## src/crout_pkg.sv

```systemverilog
`timescale 1ns / 1ps
`default_nettype none
package crout_pkg;
    localparam int unsigned DefMaxOrder = 8;
    localparam int unsigned CfgW = 4;

    typedef struct packed {
        logic signed [31:0] coefficient;
        logic               last_coefficient;
    } t_in_req;

    typedef struct packed {
        logic signed [31:0] solution_value;
        logic [2:0]         unknown_index;
        logic               singular;
        logic               last_solution;
    } t_out_req;

    typedef enum logic [3:0] {
        S_LOAD, S_FILL, S_LCOL, S_LACC, S_LWR, S_PIV, S_UACC, S_UDIV,
        S_BINIT, S_BACC, S_BWR, S_EMIT
    } t_state;

    typedef enum logic [1:0] {
        OP_NONE, OP_MAC, OP_DIV
    } t_op;

    typedef struct packed {
        t_op  op;
        logic acc_load;
    } t_cmd;

    typedef struct packed {
        logic busy_dp;
        logic acc_zero_flag;
    } t_sts;

    function automatic logic signed [31:0] sat32(input logic signed [65:0] v);
        if (v > 66'sd2147483647) return 32'sh7fffffff;
        if (v < -66'sd2147483648) return 32'sh80000000;
        return v[31:0];
    endfunction
endpackage
`default_nettype wire

```

## src/crout_dp.sv

```systemverilog
`timescale 1ns / 1ps
`default_nettype none
// Arithmetic unit: registered multiply, saturating accumulate, serial divider.
module crout_dp import crout_pkg::*; (
    input  wire logic               i_clk,
    input  wire logic               i_rst_n,
    input  wire t_cmd               i_cmd,
    input  wire logic signed [31:0] i_a,
    input  wire logic signed [31:0] i_b,
    input  wire logic signed [31:0] i_init,
    output t_sts                    o_sts,
    output logic signed [31:0]      o_acc
);
    logic signed [31:0] r_acc;
    logic signed [63:0] r_prod;
    logic               r_pv;
    logic [5:0]         r_cnt;
    logic               r_dbusy;
    logic               r_neg;
    logic [47:0]        r_num;
    logic [31:0]        r_den;
    logic [32:0]        r_rem;
    logic [47:0]        r_quo;
    logic signed [63:0] prod_sh;
    logic signed [32:0] a_abs;
    logic signed [32:0] b_abs;
    logic [32:0]        rem_sh;
    logic signed [49:0] q_s;

    function automatic logic signed [32:0] i_acc_abs(input logic signed [31:0] v);
        return v[31] ? -33'(v) : 33'(v);
    endfunction

    always_comb begin
        // floor shift of the product
        prod_sh = r_prod >>> 16;
        a_abs = i_acc_abs(r_acc);
        b_abs = i_acc_abs(i_b);
        rem_sh = {r_rem[31:0], r_num[47]};
        q_s = r_neg ? -$signed({2'b0, r_quo}) : $signed({2'b0, r_quo});
    end

    always_ff @(posedge i_clk) begin
        if (!i_rst_n) begin
            r_pv <= 1'b0;
            r_dbusy <= 1'b0;
        end else begin
            r_pv <= (i_cmd.op == OP_MAC);
            if (i_cmd.op == OP_MAC) r_prod <= i_a * i_b;
            if (i_cmd.acc_load) r_acc <= i_init;
            else if (r_pv)
                r_acc <= sat32(66'(r_acc) - 66'(sat32(66'(prod_sh))));
            if (i_cmd.op == OP_DIV) begin
                r_dbusy <= 1'b1;
                r_cnt <= 6'd48;
                r_neg <= r_acc[31] ^ i_b[31];
                r_num <= {a_abs[31:0], 16'b0};
                r_den <= b_abs[31:0];
                r_rem <= '0;
                r_quo <= '0;
            end else if (r_dbusy) begin
                if (r_cnt == 6'd0) begin
                    r_dbusy <= 1'b0;
                    r_acc <= sat32(66'(q_s));
                end else begin
                    r_cnt <= r_cnt - 6'd1;
                    r_num <= r_num << 1;
                    if (rem_sh >= {1'b0, r_den}) begin
                        r_rem <= rem_sh - {1'b0, r_den};
                        r_quo <= {r_quo[46:0], 1'b1};
                    end else begin
                        r_rem <= rem_sh;
                        r_quo <= {r_quo[46:0], 1'b0};
                    end
                end
            end
        end
    end

    assign o_acc = r_acc;
    assign o_sts.busy_dp = r_dbusy | r_pv | (i_cmd.op != OP_NONE);
    assign o_sts.acc_zero_flag = (r_acc == 32'sd0);
endmodule
`default_nettype wire

```

## config.mk

```make
export PLATFORM = sky130hd
export DESIGN_NAME = crout_dp
export DESIGN_NICKNAME = d
export VERILOG_FILES = /design/src/crout_pkg.sv /design/src/crout_dp.sv
export SDC_FILE = /design/constraint.sdc
export NUM_CORES = 2
export LEC_CHECK = 0
export ABC_AREA = 1
export BUFFER_PORTS_ARGS = -buffer_cell sky130_fd_sc_hd__buf_2
export CAP_MARGIN = 5
export CORE_MARGIN = 3
export CORE_UTILIZATION = 40
export DETAILED_ROUTE_END_ITERATION = 10
export PLACE_DENSITY = 0.57
export SETUP_SLACK_MARGIN = 0.15
export SYNTH_ARGS = -nofsm -noshare
export SYNTH_HDL_FRONTEND = slang
export SYNTH_SLANG_ARGS = --single-unit
```

## constraint.sdc

```tcl
create_clock -name i_clk -period 11.47 [get_ports i_clk]
set_input_delay 3.441 -clock i_clk [delete_from_list [all_inputs] [get_ports i_clk]]
set_output_delay 3.441 -clock i_clk [all_outputs]
set_load 0.1 [all_outputs]
```

==> run summary <==
asr flop ratio synth: 0%
Placed Instances: 8560
ys flop type: edfxtp_1
Clock Skews: 0.0195 ns
CP Capture Type: flop
CTS tree: yes
Ys Warns: 0
status: complete, no violations
CTS root buffer: clkbuf_16
number of enable flip-flop cells after synthesis: 231
nets: 8254
ANT nets after route: 0
first drt pass iteration count: 6
Final Max Tran Viols: 0
postcts setup bufs: 0
Min-Delay Path Class: reg2reg
WP data arrival: 11.10 ns
max cap viols: 0
io pins: 135
first-pass GRT wire length: 256000 µm
vias per cell: 4.97
num rows: 134
RSZ-0062 raised after global routing: false
sequential-to-total area share from yosys stat: 12.9%
vias in the first global route: 45916
Cells after Synth: 6810
Hold Vio Cnt, Final: 0
Syn Nets: 8243
Port Buf Inserts: 134
hpwl dp: 134000 µm
startpoint types: input port
Critical path origin: i_a[12]
#FFs+latches synth: 233
final WL: 158000 µm
worst min-delay path startpoint: r_num[38]
# DRC: 0
# resized after CTS: 0
CP max stage delay: 0.66 ns
Clock Sinks: 233
library cells used by synthesis: 55
Sum Neg Setup Slack: 0 ns
Fill cells: 13532
Final Non-Filler Cells: 8617
Tcrit/Tclk final: 93.6%
area grow syn2layout: 7.16%
Starting Density: 40.4%
wire per inst: 18.3 µm
Max Root-Sink Buffers: 3
core area: 134000 µm²
crit path time final: 10.73 ns
share of cells above drive strength 1: 5.48%
final setup fails: 0
Die Wd: 374 µm
R2R Setup Slk: 6.42 ns
Final GP Congestion: 0.933
Worst-path clk slew: 0.07 ns
Clock Latency Late Sink: 0.57 ns
total track usage: 23.1%
Required @ worst endpoint: 11.84 ns
DRC violation total after the first TritonRoute iteration: 3121
Slew HR: 27.8%
largest net degree at the start of global routing: 77
die footprint: 140000 µm²
gr ovfl total: 0
initial antenna violation count: 11
CTS Hold Bufs: 0
Fin Hold WS: 0.526 ns
CTS Buf Count: 27
H-tree depth: 1
critical path fanouts, max: 32
launching point of the worst reg2reg path: r_prod[50]
measured slew at the worst slew-check pin: 1.08 ns
Die Y: 374 µm
Avg Cell Area, Syn: 7.94 µm²
critical path class: in2reg
CP max stage cell: buf_2
Fmax: 0.0932 GHz
Syn Std Cell Area: 54100 µm²
Via Count: 42789
==> path summary, 6_finish.rpt <==
check | to | depth (start not counted)
max reg2reg | o_acc[12] | 24
min | r_num[39] | 2
max | r_prod[51] | 29
min reg2reg | r_num[39] | 2
==> layout make-up <==
cell class | instances | area [µm²] | area share (%)
Sequential cell | 233 | 6980 | 12.0
Inverter | 1847 | 6930 | 12.0
Timing Repair Buffer | 271 | 1850 | 3.19
Clock inverter | 20 | 218 | 0.376
Tap cell | 1768 | 2210 | 3.82
Clock buffer | 30 | 687 | 1.19
Multi-Input combinational cell | 4441 | 39100 | 67.4
Antenna cell | 7 | 17.5 | 0.0302
==> layout by cell type (no fill, tap or decap), types with 11 or more instances in the layout <==
master / Yosys / routed
nor3_1: 49 / 48
xnor2_1: 72 / 72
buf_2: 8 / 134
ha_1: 249 / 249
o21a_1: 14 / 14
a31oi_1: 30 / 30
buf_12: 0 / 12
clkbuf_16: 0 / 27
nor2_1: 431 / 429
fa_1: 1083 / 1083
edfxtp_1: 231 / 231
a21o_1: 19 / 19
o21ai_0: 225 / 224
nand2_1: 1610 / 1610
or2_2: 16 / 16
inv_1: 1841 / 1839
nand4_1: 30 / 30
nor4_1: 21 / 21
o21bai_1: 17 / 17
a21oi_1: 271 / 269
a21oi_2: 10 / 11
nand3_1: 95 / 95
xor2_1: 132 / 132
buf_4: 3 / 125
==> worst max-delay path: cells and delay by family <==
kind            cells  cell delay [ns]
simple gates        7             1.30
fa+ha+maj           9             4.38
xor+xnor            1             0.21
buf+inv             9             1.11
compound gates      3             0.61
==> state kept, by name, indices dropped and copies added (netlist names) <==
name / count
r_num: 32
r_cnt: 6
r_neg: 1
o_acc: 32
r_dbusy: 1
r_pv: 1
r_prod: 48
r_rem: 32
r_den: 32
r_quo: 48
==> synthesized netlist by cell type (2+ instances only) <==
library cell  instances  area, µm²
inv_1              1841       6910
nand2_1            1610       6040
fa_1               1083      21700
nor2_1              431       1620
a21oi_1             271       1360
clkbuf_1            265        995
ha_1                249       3120
edfxtp_1            231       6940
o21ai_0             225       1130
xor2_1              132       1160
nand3_1              95        475
xnor2_1              72        631
nor3_1               49        245
a31oi_1              30        188
nand4_1              30        188
nor4_1               21        131
a21o_1               19        143
o21bai_1             17        128
or2_2                16        100
o21a_1               14        105
a21oi_2              10       87.6
nand2_2              10       62.6
buf_2                 8       40.0
nor2_2                6       37.5
a21boi_0              5       37.5
a221oi_1              5       43.8
buf_1                 5       18.8
buf_6                 5       56.3
o211ai_1              5       37.5
o31ai_1               5       37.5
o21ai_1               4       20.0
and2_1                3       18.8
buf_4                 3       22.5
clkbuf_2              3       15.0
clkinv_1              3       11.3
inv_2                 3       11.3
nand3b_1              3       22.5
a211oi_1              2       15.0
dfxtp_1               2       40.0
nor2_4                2       22.5
nor3_2                2       20.0
o311ai_0              2       17.5
==> per-stage QoR <==
step | instance area (µm²) | setup WS, ns | util (%)
after floorplan | 54100 | 0.864 | -
after global placement | 57000 | 0.124 | 42.6
after detailed placement | 57000 | 0.173 | 42.6
after CTS | 57900 | 0.768 | 43.3
after global routing | 58000 | 0.277 | 43.3
final | 58000 | 0.738 | 43.3
==> metal layers <==
metal  part of all wire, %  GRT usage [%]  vias to the layer above  routed length [µm]
met3                   5.7           2.64                      223                9000
met2                    49           40.3                     1205               77000
met4                   2.9           5.82                        0                4650
met5                     0              0                        -                   0
met1                    43           30.7                    21494               67300
li1                      -              -                    19867                   -
==> kinds of logic (layout without fill, tap and decap cells) <==
group | Yosys count | count (layout) | share of synthesized area, %
AOI/OAI and AO/OA | 622 | 622 | 6.32
other | 0 | 7 | 0
adders and majority gates | 1332 | 1332 | 45.8
DFF | 233 | 233 | 12.9
xor gates and xnor gates | 204 | 204 | 3.30
buffers and inverters | 2136 | 2168 | 14.9
and+or+nand+nor | 2283 | 2283 | 16.7
Power is left out: the tool's default activity adds up to more than one toggle a clock period on the data nets, which glitch-free logic cannot reach.
